$ cat src/design/fm0_pkg.sv
package fm0_pkg;

    // Fixed field widths
    localparam int TARI_W     = 16;
    localparam int TMO_W      = 24;
    localparam int CNT_W      = 7;
    localparam int CFG_IDX_W  = 1;
    localparam int CFG_DATA_W = 24;

    // Register indexes on the config port
    localparam logic [CFG_IDX_W-1:0] CFG_TARI = 1'b0;
    localparam logic [CFG_IDX_W-1:0] CFG_TMO  = 1'b1;

    // Register reset values
    localparam logic [TARI_W-1:0] TARI_RST = 16'd500;
    localparam logic [TMO_W-1:0]  TMO_RST  = 24'd100000;

    // Bounds: time*2000 compared against k*Tari
    localparam logic [10:0] TIME_SCALE = 11'd2000;
    localparam logic [6:0]  K_HALF_LO  = 7'd7;
    localparam logic [6:0]  K_ONE_LO   = 7'd13;
    localparam logic [6:0]  K_ONE_HI   = 7'd27;
    localparam logic [6:0]  K_END      = 7'd120;

    // Opcode of an input word
    localparam logic OP_EDGE = 1'b0;
    localparam logic OP_TICK = 1'b1;

    // Result status codes
    localparam logic ST_OK  = 1'b0;
    localparam logic ST_ERR = 1'b1;

    // Classification queue between front and back
    localparam int Q_DEPTH = 4;
    localparam int Q_AW    = 2;

    // One classified word
    typedef struct packed {
        logic tick;      // tick word, otherwise edge word
        logic one;       // 0.65 .. 1.35 Tari
        logic half;      // 0.35 .. 0.65 Tari
        logic past_end;  // above 6 Tari
        logic timeout;   // above start timeout
    } t_cls;

endpackage

$ cat src/design/fm0_front.sv
module fm0_front #(
    parameter int TIME_BITS = 24
) (
    input  logic                          i_clk,
    input  logic                          i_rst_n,
    // input words
    input  logic                          i_in_valid,
    output logic                          o_in_stall,
    input  logic                          i_opcode,
    input  logic [TIME_BITS-1:0]          i_time_value,
    // config writes
    input  logic                          i_cfg_valid,
    output logic                          o_cfg_ready,
    input  logic [fm0_pkg::CFG_IDX_W-1:0] i_cfg_index,
    input  logic [fm0_pkg::CFG_DATA_W-1:0] i_cfg_data,
    // classified words to queue
    output logic                          o_push,
    output fm0_pkg::t_cls                 o_cls,
    input  logic                          i_full
);

    // Compare width: scaled time or 120*Tari, whichever is wider
    localparam int SW = TIME_BITS + 11;
    localparam int CW = (SW > fm0_pkg::TARI_W + 7) ? SW : fm0_pkg::TARI_W + 7;
    localparam int TW = (TIME_BITS > fm0_pkg::TMO_W) ? TIME_BITS : fm0_pkg::TMO_W;

    logic [fm0_pkg::TARI_W-1:0] r_tari;
    logic [fm0_pkg::TMO_W-1:0]  r_tmo;

    // stage A: raw word
    logic                 r_a_vld;
    logic                 r_a_tick;
    logic [TIME_BITS-1:0] r_a_time;

    // stage B: scaled time and bounds
    logic          r_b_vld;
    logic          r_b_tick;
    logic          r_b_tmo;
    logic [CW-1:0] r_b_st;
    logic [CW-1:0] r_b_k7;
    logic [CW-1:0] r_b_k13;
    logic [CW-1:0] r_b_k27;
    logic [CW-1:0] r_b_k120;

    logic          en_a;
    logic          en_b;
    logic          accept;
    logic [CW-1:0] tari_x;
    logic [CW-1:0] n_st;
    logic          n_tmo;

    // config port never blocks
    assign o_cfg_ready = 1'b1;

    always_ff @(posedge i_clk) begin
        if (!i_rst_n) begin
            r_tari <= fm0_pkg::TARI_RST;
            r_tmo  <= fm0_pkg::TMO_RST;
        end else if (i_cfg_valid) begin
            unique case (i_cfg_index)
                fm0_pkg::CFG_TARI: r_tari <= i_cfg_data[fm0_pkg::TARI_W-1:0];
                fm0_pkg::CFG_TMO:  r_tmo  <= i_cfg_data[fm0_pkg::TMO_W-1:0];
                default: ;
            endcase
        end
    end

    // pipeline flow
    assign o_push     = r_b_vld && !i_full;
    assign en_b       = !r_b_vld || !i_full;
    assign en_a       = !r_a_vld || en_b;
    assign o_in_stall = !en_a;
    assign accept     = i_in_valid && en_a;

    // constant products
    assign tari_x = CW'(r_tari);
    assign n_st   = CW'(r_a_time) * CW'(fm0_pkg::TIME_SCALE);
    assign n_tmo  = TW'(r_a_time) > TW'(r_tmo);

    always_ff @(posedge i_clk) begin
        if (!i_rst_n) begin
            r_a_vld <= 1'b0;
            r_b_vld <= 1'b0;
        end else begin
            if (en_a) r_a_vld <= accept;
            if (en_b) r_b_vld <= r_a_vld;
        end
    end

    always_ff @(posedge i_clk) begin
        if (accept) begin
            r_a_tick <= (i_opcode == fm0_pkg::OP_TICK);
            r_a_time <= i_time_value;
        end
        if (en_b && r_a_vld) begin
            r_b_tick <= r_a_tick;
            r_b_tmo  <= n_tmo;
            r_b_st   <= n_st;
            r_b_k7   <= tari_x * CW'(fm0_pkg::K_HALF_LO);
            r_b_k13  <= tari_x * CW'(fm0_pkg::K_ONE_LO);
            r_b_k27  <= tari_x * CW'(fm0_pkg::K_ONE_HI);
            r_b_k120 <= tari_x * CW'(fm0_pkg::K_END);
        end
    end

    // range compares, all bounds exclusive
    always_comb begin
        o_cls.tick     = r_b_tick;
        o_cls.one      = (r_b_st > r_b_k13) && (r_b_st < r_b_k27);
        o_cls.half     = (r_b_st > r_b_k7) && (r_b_st < r_b_k13);
        o_cls.past_end = r_b_st > r_b_k120;
        o_cls.timeout  = r_b_tmo;
    end

endmodule

$ cat src/design/fm0_queue.sv
module fm0_queue (
    input  logic          i_clk,
    input  logic          i_rst_n,
    input  logic          i_push,
    input  fm0_pkg::t_cls i_cls,
    output logic          o_full,
    input  logic          i_pop,
    output logic          o_vld,
    output fm0_pkg::t_cls o_cls
);

    fm0_pkg::t_cls             r_mem [fm0_pkg::Q_DEPTH];
    logic [fm0_pkg::Q_AW-1:0]  r_wp;
    logic [fm0_pkg::Q_AW-1:0]  r_rp;
    logic [fm0_pkg::Q_AW:0]    r_cnt;

    assign o_full = (r_cnt == (fm0_pkg::Q_AW+1)'(fm0_pkg::Q_DEPTH));
    assign o_vld  = (r_cnt != '0);
    assign o_cls  = r_mem[r_rp];

    // pointers and fill level
    always_ff @(posedge i_clk) begin
        if (!i_rst_n) begin
            r_wp  <= '0;
            r_rp  <= '0;
            r_cnt <= '0;
        end else begin
            if (i_push) r_wp <= r_wp + 1'b1;
            if (i_pop)  r_rp <= r_rp + 1'b1;
            unique case ({i_push, i_pop})
                2'b10:   r_cnt <= r_cnt + 1'b1;
                2'b01:   r_cnt <= r_cnt - 1'b1;
                default: r_cnt <= r_cnt;
            endcase
        end
    end

    always_ff @(posedge i_clk) begin
        if (i_push) r_mem[r_wp] <= i_cls;
    end

endmodule

$ cat src/design/fm0_back.sv
module fm0_back #(
    parameter int PAYLOAD_BITS = 64
) (
    input  logic                        i_clk,
    input  logic                        i_rst_n,
    // classified words from queue
    input  logic                        i_q_vld,
    input  fm0_pkg::t_cls               i_cls,
    output logic                        o_q_pop,
    // result words
    output logic                        o_out_valid,
    input  logic                        i_out_stall,
    output logic                        o_status,
    output logic [PAYLOAD_BITS-1:0]     o_payload,
    output logic [fm0_pkg::CNT_W-1:0]   o_bit_count
);

    typedef enum logic [1:0] {
        PH_WAIT,
        PH_READ,
        PH_HALF
    } t_phase;

    localparam logic [fm0_pkg::CNT_W-1:0] CNT_MAX = fm0_pkg::CNT_W'(PAYLOAD_BITS + 1);

    t_phase                      r_phase, n_phase;
    logic [PAYLOAD_BITS-1:0]     r_shift, n_shift;
    logic [fm0_pkg::CNT_W-1:0]   r_cnt, n_cnt;
    logic                        r_last, n_last;
    logic                        r_out_vld, n_out_vld;
    logic                        r_status, n_status;
    logic [PAYLOAD_BITS-1:0]     r_payload, n_payload;
    logic [fm0_pkg::CNT_W-1:0]   r_count, n_count;

    logic pop;
    logic do_shift;
    logic shift_bit;
    logic do_ok;
    logic do_err;

    // a word is consumed only when the output register can take a result
    assign pop     = i_q_vld && (!r_out_vld || !i_out_stall);
    assign o_q_pop = pop;

    // decode one classified word
    always_comb begin
        do_shift  = 1'b0;
        shift_bit = 1'b0;
        do_ok     = 1'b0;
        do_err    = 1'b0;
        n_phase   = r_phase;
        if (pop) begin
            unique case (r_phase)
                PH_READ: begin
                    if (!i_cls.tick) begin
                        if (i_cls.one) begin
                            do_shift  = 1'b1;
                            shift_bit = 1'b1;
                        end else if (i_cls.half) begin
                            n_phase = PH_HALF;
                        end else begin
                            do_err = 1'b1;
                        end
                    end else if (i_cls.past_end) begin
                        if (r_last && (r_cnt != '0)) do_ok  = 1'b1;
                        else                         do_err = 1'b1;
                    end
                end
                PH_HALF: begin
                    if (!i_cls.tick) begin
                        if (i_cls.half) do_shift = 1'b1;
                        else            do_err   = 1'b1;
                    end
                end
                default: begin
                    if (!i_cls.tick)         n_phase = PH_READ;
                    else if (i_cls.timeout)  do_err  = 1'b1;
                end
            endcase
            // a shifted bit resumes reading; a result goes back to the start
            if (do_shift)        n_phase = PH_READ;
            if (do_ok || do_err) n_phase = PH_WAIT;
        end
    end

    // frame state and result register
    always_comb begin
        n_shift   = r_shift;
        n_cnt     = r_cnt;
        n_last    = r_last;
        n_out_vld = r_out_vld && i_out_stall;
        n_status  = r_status;
        n_payload = r_payload;
        n_count   = r_count;
        if (do_shift) begin
            n_shift = {r_shift[PAYLOAD_BITS-2:0], shift_bit};
            n_cnt   = (r_cnt == CNT_MAX) ? r_cnt : r_cnt + 1'b1;
            n_last  = shift_bit;
        end
        if (do_ok || do_err) begin
            n_out_vld = 1'b1;
            n_status  = do_ok ? fm0_pkg::ST_OK : fm0_pkg::ST_ERR;
            n_payload = do_ok ? {1'b0, r_shift[PAYLOAD_BITS-1:1]} : '0;
            n_count   = do_ok ? r_cnt - 1'b1 : '0;
            // back to the start state
            n_shift   = '0;
            n_cnt     = '0;
            n_last    = 1'b0;
        end
    end

    always_ff @(posedge i_clk) begin
        if (!i_rst_n) begin
            r_phase   <= PH_WAIT;
            r_shift   <= '0;
            r_cnt     <= '0;
            r_last    <= 1'b0;
            r_out_vld <= 1'b0;
        end else begin
            r_phase   <= n_phase;
            r_shift   <= n_shift;
            r_cnt     <= n_cnt;
            r_last    <= n_last;
            r_out_vld <= n_out_vld;
        end
        r_status  <= n_status;
        r_payload <= n_payload;
        r_count   <= n_count;
    end

    assign o_out_valid = r_out_vld;
    assign o_status    = r_status;
    assign o_payload   = r_payload;
    assign o_bit_count = r_count;

endmodule

$ cat src/design/fm0_edge_interval_decoder_top.sv
// FM0 decoder driven by measured edge intervals.
// Input channel (i_in_valid / o_in_stall): each word is an edge event with the
// interval since the previous edge (i_opcode = 0) or a tick with the time
// since the last edge (i_opcode = 1). Output channel (o_out_valid /
// i_out_stall): one word per frame, with status, payload (newest bit in bit 0)
// and bit count; on error payload and count are zero.
// Config port (i_cfg_valid / o_cfg_ready): index 0 is tari_length, index 1 is
// start_timeout; always ready; write only while no word is in flight.
// Throughput: one input word per cycle while o_in_stall is low. The front
// pipeline (scale and bound products, then range compares) feeds a 4-entry
// queue; the back decoder takes one classified word per cycle while its
// output register can take a result; the frame result is registered there.
// When the receiver stalls, the result stays in the output register; the
// back stops popping the queue, the queue fills, and then o_in_stall rises.
// Reset (i_rst_n low, synchronous) restores the registers to 500 and 100000,
// empties the pipeline and queue, and puts the decoder back to waiting for
// the first edge. No clearing pass is needed.
module fm0_edge_interval_decoder_top #(
    parameter int PAYLOAD_BITS = 64,
    parameter int TIME_BITS    = 24
) (
    input  logic                            i_clk,
    input  logic                            i_rst_n,
    input  logic                            i_in_valid,
    output logic                            o_in_stall,
    input  logic                            i_opcode,
    input  logic [TIME_BITS-1:0]            i_time_value,
    output logic                            o_out_valid,
    input  logic                            i_out_stall,
    output logic                            o_status,
    output logic [PAYLOAD_BITS-1:0]         o_payload,
    output logic [fm0_pkg::CNT_W-1:0]       o_bit_count,
    input  logic                            i_cfg_valid,
    output logic                            o_cfg_ready,
    input  logic [fm0_pkg::CFG_IDX_W-1:0]   i_cfg_index,
    input  logic [fm0_pkg::CFG_DATA_W-1:0]  i_cfg_data
);

    logic          push;
    logic          full;
    logic          pop;
    logic          q_vld;
    fm0_pkg::t_cls front_cls;
    fm0_pkg::t_cls back_cls;

    fm0_front #(
        .TIME_BITS (TIME_BITS)
    ) u_front (
        .i_clk        (i_clk),
        .i_rst_n      (i_rst_n),
        .i_in_valid   (i_in_valid),
        .o_in_stall   (o_in_stall),
        .i_opcode     (i_opcode),
        .i_time_value (i_time_value),
        .i_cfg_valid  (i_cfg_valid),
        .o_cfg_ready  (o_cfg_ready),
        .i_cfg_index  (i_cfg_index),
        .i_cfg_data   (i_cfg_data),
        .o_push       (push),
        .o_cls        (front_cls),
        .i_full       (full)
    );

    fm0_queue u_queue (
        .i_clk   (i_clk),
        .i_rst_n (i_rst_n),
        .i_push  (push),
        .i_cls   (front_cls),
        .o_full  (full),
        .i_pop   (pop),
        .o_vld   (q_vld),
        .o_cls   (back_cls)
    );

    fm0_back #(
        .PAYLOAD_BITS (PAYLOAD_BITS)
    ) u_back (
        .i_clk       (i_clk),
        .i_rst_n     (i_rst_n),
        .i_q_vld     (q_vld),
        .i_cls       (back_cls),
        .o_q_pop     (pop),
        .o_out_valid (o_out_valid),
        .i_out_stall (i_out_stall),
        .o_status    (o_status),
        .o_payload   (o_payload),
        .o_bit_count (o_bit_count)
    );

endmodule
$ cat config.mk
export PLATFORM = sky130hd
export DESIGN_NAME = fm0_edge_interval_decoder_top
export DESIGN_NICKNAME = d
export VERILOG_FILES = /design/src/design/fm0_pkg.sv /design/src/design/fm0_front.sv /design/src/design/fm0_queue.sv /design/src/design/fm0_back.sv /design/src/design/fm0_edge_interval_decoder_top.sv
export SDC_FILE = /design/constraint.sdc
export NUM_CORES = 1
export LEC_CHECK = 0
export ABC_AREA = 1
export BUFFER_PORTS_ARGS = -buffer_cell sky130_fd_sc_hd__buf_4
export CORE_MARGIN = 2
export CORE_UTILIZATION = 58
export CTS_BUF_LIST = sky130_fd_sc_hd__clkbuf_8
export DETAILED_ROUTE_END_ITERATION = 10
export GPL_ROUTABILITY_DRIVEN = 0
export PLACE_DENSITY = 0.91
export SETUP_SLACK_MARGIN = 0.15
export SYNTH_ARGS = -nofsm -noshare
export SYNTH_HDL_FRONTEND = slang
export SYNTH_HIERARCHICAL = 1
export SYNTH_SLANG_ARGS = --single-unit
$ cat constraint.sdc
create_clock -name i_clk -period 6.4 [get_ports i_clk]
set_input_delay 0.32 -clock i_clk [delete_from_list [all_inputs] [get_ports i_clk]]
set_output_delay 0.32 -clock i_clk [all_outputs]
set_load 0.01 [all_outputs]
Word level (Yosys, flattened, before mapping)
Memory sizes are Yosys's and may differ from the RTL's. A register that Yosys moved wholly into a read port is not among the register bits.
Cells that the tools add are included.
- register bits: 391
- RAM bits: 20
- input bits: 55
- output and inout port bits: 75
- word-level logic and storage cells: 123
- memories kept: 1
- memories (memory ; words ; bits a word ; rd ports ; clocked after Yosys merged registers in ; write ports ; line ; text):
    u_queue.r_mem ; 4 ; 5 ; 1 ; 1 ; 1 ; fm0_queue.sv:12 ; fm0_pkg::t_cls r_mem [fm0_pkg::Q_DEPTH];
- add/sub/neg operators: 6
- multipliers: 5
- order comparisons: 6
- equal/unequal tests: 10
- muxes and demuxes: 40
- bitwise gates (word level): 3
- reductions and logical operators: 27
- operator list (kind ; count):
    35-bit > comparator ; 3
    35-bit less-than comparator ; 2
    16-bit by 4-bit multiplier with 20-bit output, second input constant ; 2
    24-bit by 7-bit multiplier with 31-bit output, second input constant ; 1
    1-bit two-way mux ; 28
    24-bit > comparator ; 1
    16-bit by 5-bit multiplier with 21-bit output, second input constant ; 1
    16-bit by 3-bit multiplier with 19-bit output, second input constant ; 1
    2-bit two-way mux ; 8
    1-bit logical AND ; 8
    4-bit by 2-bit inequality test with 1-bit output, second input constant ; 2
    7-bit by 1-bit adder with 7-bit output, second input constant ; 1
    7-bit == test, second input constant ; 1
    7-bit nonzero test ; 1
    7-bit by 1-bit subtractor with 7-bit output, second input constant ; 1
    1-bit zero test ; 6
    3-bit one-hot mux with 2 select lines ; 1
    2-bit AND reduction ; 3
    1-bit logical OR ; 5
    5-bit AND reduction ; 1
    2-bit by 1-bit adder with 2-bit output, second input constant ; 2
    2-bit by 1-bit == test with 1-bit output, second input constant ; 2
    2-bit == test, second input constant ; 2
    1-bit one-hot mux with 2 select lines ; 2
    other kinds (10) ; 12

Longest topological paths before layout
- depth after elaboration: 10
- mapped depth: 19
- gate-level depth less buffers: 19

Cells and area by module
The synthesis kept the hierarchy.
- modules (own cells, without submodules) (module ; times used ; cells an instance ; area an instance (sq um) ; sequential area each (sq um)):
    fm0_front ; 1 ; 2029 ; 17371.7 ; 4804.6
    fm0_back ; 1 ; 617 ; 5709.2 ; 3613.5
    fm0_queue ; 1 ; 106 ; 1178.6 ; 780.7

Worst setup path after synthesis
No wires, ideal clock.
- path kind: register to register
- start: register u_queue/r_cnt[0] in the netlist's numbering
- end: register u_front.r_b_k120[10], enable pin
- setup time: 0.608 ns
- data arrival time: 5.691 ns
- required time: 5.792 ns
- path slack: 0.101 ns
- stages on the path, launching flop included: 3
- path buffers: 0
- period minus slack after synthesis: 6.299 ns
- cell sequence: dfxtp_1 nor3_1 a21oi_1
- word-level cells in the longest chain between the ends: 4
- RTL lines (item ; line ; text):
    start, declared ; fm0_queue.sv:15 ; logic [fm0_pkg::Q_AW:0] r_cnt;
    start signal, assigned ; fm0_queue.sv:31 ; 2'b10: r_cnt <= r_cnt + 1'b1;
    start signal, assigned ; fm0_queue.sv:32 ; 2'b01: r_cnt <= r_cnt - 1'b1;
    start signal, assigned ; fm0_queue.sv:33 ; default: r_cnt <= r_cnt;
    3-bit == test ; fm0_queue.sv:17 ; assign o_full = (r_cnt == (fm0_pkg::Q_AW+1)'(fm0_pkg::Q_DEPTH));
    via full ; fm0_edge_interval_decoder_top.sv:40 ; logic full;
    1-bit zero test ; fm0_front.sv:70 ; assign en_b = !r_b_vld || !i_full;
    1-bit logical OR ; fm0_front.sv:70 ;
    1-bit logical AND ; fm0_front.sv:95 ; if (en_b && r_a_vld) begin
    end signal, assigned ; fm0_front.sv:102 ; r_b_k120 <= tari_x * CW'(fm0_pkg::K_END);
    end, declared ; fm0_front.sv:43 ; logic [CW-1:0] r_b_k120;
The timed path passes the listed nets, and every way through them passes these cells.
A chain may end at the register's enable or synchronous reset.

Worst setup path after layout
- start: register u_front.r_a_time[11]
- end: register u_front.r_b_st[27], data pin
- word-level cells in the longest chain between the ends: 1
- RTL lines (item ; line ; text):
    start, declared ; fm0_front.sv:33 ; logic [TIME_BITS-1:0] r_a_time;
    start signal, assigned ; fm0_front.sv:93 ; r_a_time <= i_time_value;
    24-bit by 7-bit multiplier with 31-bit output ; fm0_front.sv:77 ; assign n_st = CW'(r_a_time) * CW'(fm0_pkg::TIME_SCALE);
    via u_front.n_st[27] ; fm0_front.sv:49 ; logic [CW-1:0] n_st;
    end signal, assigned ; fm0_front.sv:98 ; r_b_st <= n_st;
    end, declared ; fm0_front.sv:39 ; logic [CW-1:0] r_b_st;
The timed path passes the listed nets, and every way through them passes these cells.

==> flow_summary.yaml <==
clock_tree:
  cts.sinks: 348
  cts_hold_buf: 49
  clockBufferDepth: 3
  cts_max_level: 2
  cts_tree: "built"
  cts_root_buffer: "clkbuf_8"
  clock_latency_ns: 0.69
  cts_buffers: 57
  cts-resized-gates: 0
  clkTransAtPathRegs_ns: 0.07
  post_cts.repair.setup_buffers: 0
synth:
  ys_types: 44
  synthesis.area_sq_um: 24300
  synth_fp_nets: 3213
  synthTopCellsByCount: "554 x nand2_1, 517 x inv_1, 259 x ha_1"
  synth.area.mux_share_pct: 0
  synth_most_common_cell: "nand2_1"
  synth_top_flop_cell: "edfxtp_1"
  synth.area.top_cells: "edfxtp_1 28%, ha_1 13%, fa_1 12%"
  synth_top_area_cell: "edfxtp_1"
  synth-simple-area-share_pct: 16.5
  yosysSeqAreaShare_pct: 37.9
  synthCells: 2752
  synthXorXnorAreaFrac_pct: 2.64
  netlist.area_leader.share_pct: 27.6
  synth_fa_ha_area_share_pct: 25.5
  synth_compound_area_share_pct: 8.36
  synth_seq_cells: 348
  yosys_warnings: 6
  synth_top_family_by_area: "adder cells"
  syn_area_per_cell_sq_um: 8.82
  synthArstFlopShare_pct: 0
  synth_edf_count: 223
final_layout:
  syn_to_final_growth_pct: 13.2
  layout.nets: 3410
  drive_above_1_share_pct: 8.54
hold_path:
  worstHoldPathCells: 3
  whs_endpoint: "u_front/r_tari[12]$_SDFFE_PN0P_"
  hp-start: "i_cfg_data[12]"
  hp-class: "primary input to flip-flop"
placement:
  pre_cts_slack_ns: 2.06
  port_buffers: 127
  dp_hpwl_um: 44300
timing:
  fin_setup_tns_ns: 0
  setup_viol: 0
  slew_violations: 0
  setup_ws_ns: 1.82
  min_period_over_period_pct: 71.6
  max_slew_margin_pct: 20.4
  period_needed_ns: 4.58
  rsz0062_at_grt: "false"
  hold_viol: 0
  skew_ns: 0.0430
  fmax_mhz: 218
  worst_pin_slew_ns: 1.19
global_route:
  grt_pass1_wl_um: 101000
  antenna_found_initial: 1
  grt_pass1_vias: 20940
  grtUsageTotal_pct: 28.9
  grt_max_degree: 72
  grt_overflow: 0
die:
  num_io_pins: 130
  die_w_um: 209
  start_util_pct: 59.1
  core_area_sq_um: 41000
  fp.dieH_um: 209
  rows: 74
  dieArea_sq_um: 43500
route:
  drtIter0Drc: 1800
  finalWirelength_um: 62300
  vias: 20224
  wl_per_cell_um: 17.6
  drc: 0
  drt_pass1_iterations: 8
  vias_per_cell: 5.73
  ant_nets: 0
critical_path:
  cpMostUsedCell: "fa_1"
  path_delay_family: "adder cells"
  startpoint_type: "flip-flop"
  arrival_ns: 4.98
  worst_setup_path_end_kind: "flip-flop"
  r2r_start: "u_front/r_a_time[11]$_DFFE_PP_"
  slowest_delay_ns: 0.59
  worst-r2r-cell-count: 14
  cp_max_fo: 5
  path_buf_inv: 3
  critPathRequiredTime_ns: 6.80
  r2r_end: "u_front/r_b_st[27]$_DFFE_PP_"
  crit_type: "flip-flop to flip-flop"
  r2r_slack_ns: 1.82
  slowest_stage: "fa_1"
  cp_cell_sequence: "inv_1 > fa_1 > fa_1 > fa_1 > fa_1 > inv_1 > ha_1 > nand2_1 > nor2_2 > inv_1 > nor3_2 > nand4_1 > nand4_1 > nand2_1"
pwr:
  p_leak_nw: 12.8
  total_power_mw: 11.0
  vdd.ir_drop.worst_uv: 243
  p_per_area_nw_per_um2: 402
run:
  maxCapViolCount: 0
status:
  status: "complete, no violations"
==> tightest hold or removal path: stages <==
cell	delay [ns]
buf_4	0.08
o21ai_0	0.11
a21oi_1	0.17
==> registers in the layout (all words and copies together), names as in the netlist, 16 cells and up, named ones only <==
| name | count |
|---|---|
| u_front/r_b_st | 31 |
| u_back/r_shift | 64 |
| u_front/r_b_k120 | 17 |
| u_front/r_a_time | 24 |
| u_front/r_tmo | 24 |
| u_front/r_b_k7 | 17 |
| u_queue/r_mem | 20 |
| u_front/r_b_k27 | 21 |
| u_front/r_tari | 16 |
| u_back/o_payload | 63 |
| u_front/r_b_k13 | 19 |
==> placed cells by master (no fill, tap or decap), types with 5 or more instances in the layout <==
master and instances:
nand2_1 554, inv_2 9, a21boi_0 5, ha_1 259
nand4_1 24, buf_4 132, o21ai_0 71, o22ai_1 6
dfxtp_1 125, o21a_1 9, nor2_1 254, o21ai_1 12
o211ai_1 13, xor2_1 62, nor3_1 17, nand3_1 104
edfxtp_1 223, a21oi_1 228, a21o_1 18, inv_1 533
fa_1 147, dlygate4sd3_1 49, bufinv_16 5, clkinv_2 14
clkbuf_8 65, xnor2_1 11
==> stage by stage <==
stage / std cells / cell area [sq um] / utilization [%] / hold WS, ns
global placement: 3373 / 25700 / 62.7 / 0.431
CTS: 3530 / 27500 / 66.9 / 0.0180
global route: 3531 / 27500 / 66.9 / 0.0575
finish: 3531 / 27500 / 66.9 / 0.0448
floorplan: 2752 / 24300 / - / 0.400
detailed placement: 3373 / 25700 / 62.7 / 0.443
==> kinds of logic (layout without fill, tap and decap cells) <==
| family | count (synthesis) | in the layout |
|---|---|---|
| buffers and inverters | 568 | 814 |
| AOI/OAI and AO/OA | 375 | 375 |
| other | 2 | 3 |
| adders and majority gates | 406 | 406 |
| xor gates and xnor gates | 73 | 73 |
| and+or+nand+nor | 980 | 980 |
| DFF | 348 | 348 |
==> metal layers <==
metal / vias to the layer above / wire length [um] / GRT usage, %
met3: 335 / 5310 / 5.54
met1: 9456 / 22200 / 31.7
met4: 0 / 4130 / 18.4
met2: 1180 / 30700 / 51.2
li1: 9253 / - / -
met5: - / 0 / 0
==> power breakdown <==
group	internal, mW	switching, mW	leakage (nW)
clock	1.15	0.969	0.717
sequential	3.06	0.302	3.11
combinational	2.00	3.55	8.94
==> worst max-delay path by stage <==
stage,start,end,slack (ns),cells past startpoint
floorplan,u_front/r_a_time[15]$_DFFE_PP_,u_front/r_b_st[33]$_DFFE_PP_,2.38,17
CTS,u_front/r_a_time[12]$_DFFE_PP_,u_front/r_b_st[27]$_DFFE_PP_,1.98,14
global route,u_front/r_a_time[11]$_DFFE_PP_,u_front/r_b_st[27]$_DFFE_PP_,1.67,14
global placement,u_front/r_a_time[15]$_DFFE_PP_,u_front/r_b_st[33]$_DFFE_PP_,2.16,17
finish,u_front/r_a_time[11]$_DFFE_PP_,u_front/r_b_st[27]$_DFFE_PP_,1.82,14
detailed placement,u_front/r_a_time[14]$_DFFE_PP_,u_front/r_b_st[27]$_DFFE_PP_,2.06,14
==> layout make-up <==
type / count / area (sq um)
fillers: 2842 / 13600
repair buffers: 181 / 1480
well taps: 532 / 666
clock buffers: 65 / 895
flip-flops and latches: 348 / 9200
inverters: 525 / 1970
diodes: 1 / 2.50
multi-input cells: 1836 / 12900
clock inverters: 43 / 365
Power figures use the tool's default switching activity.
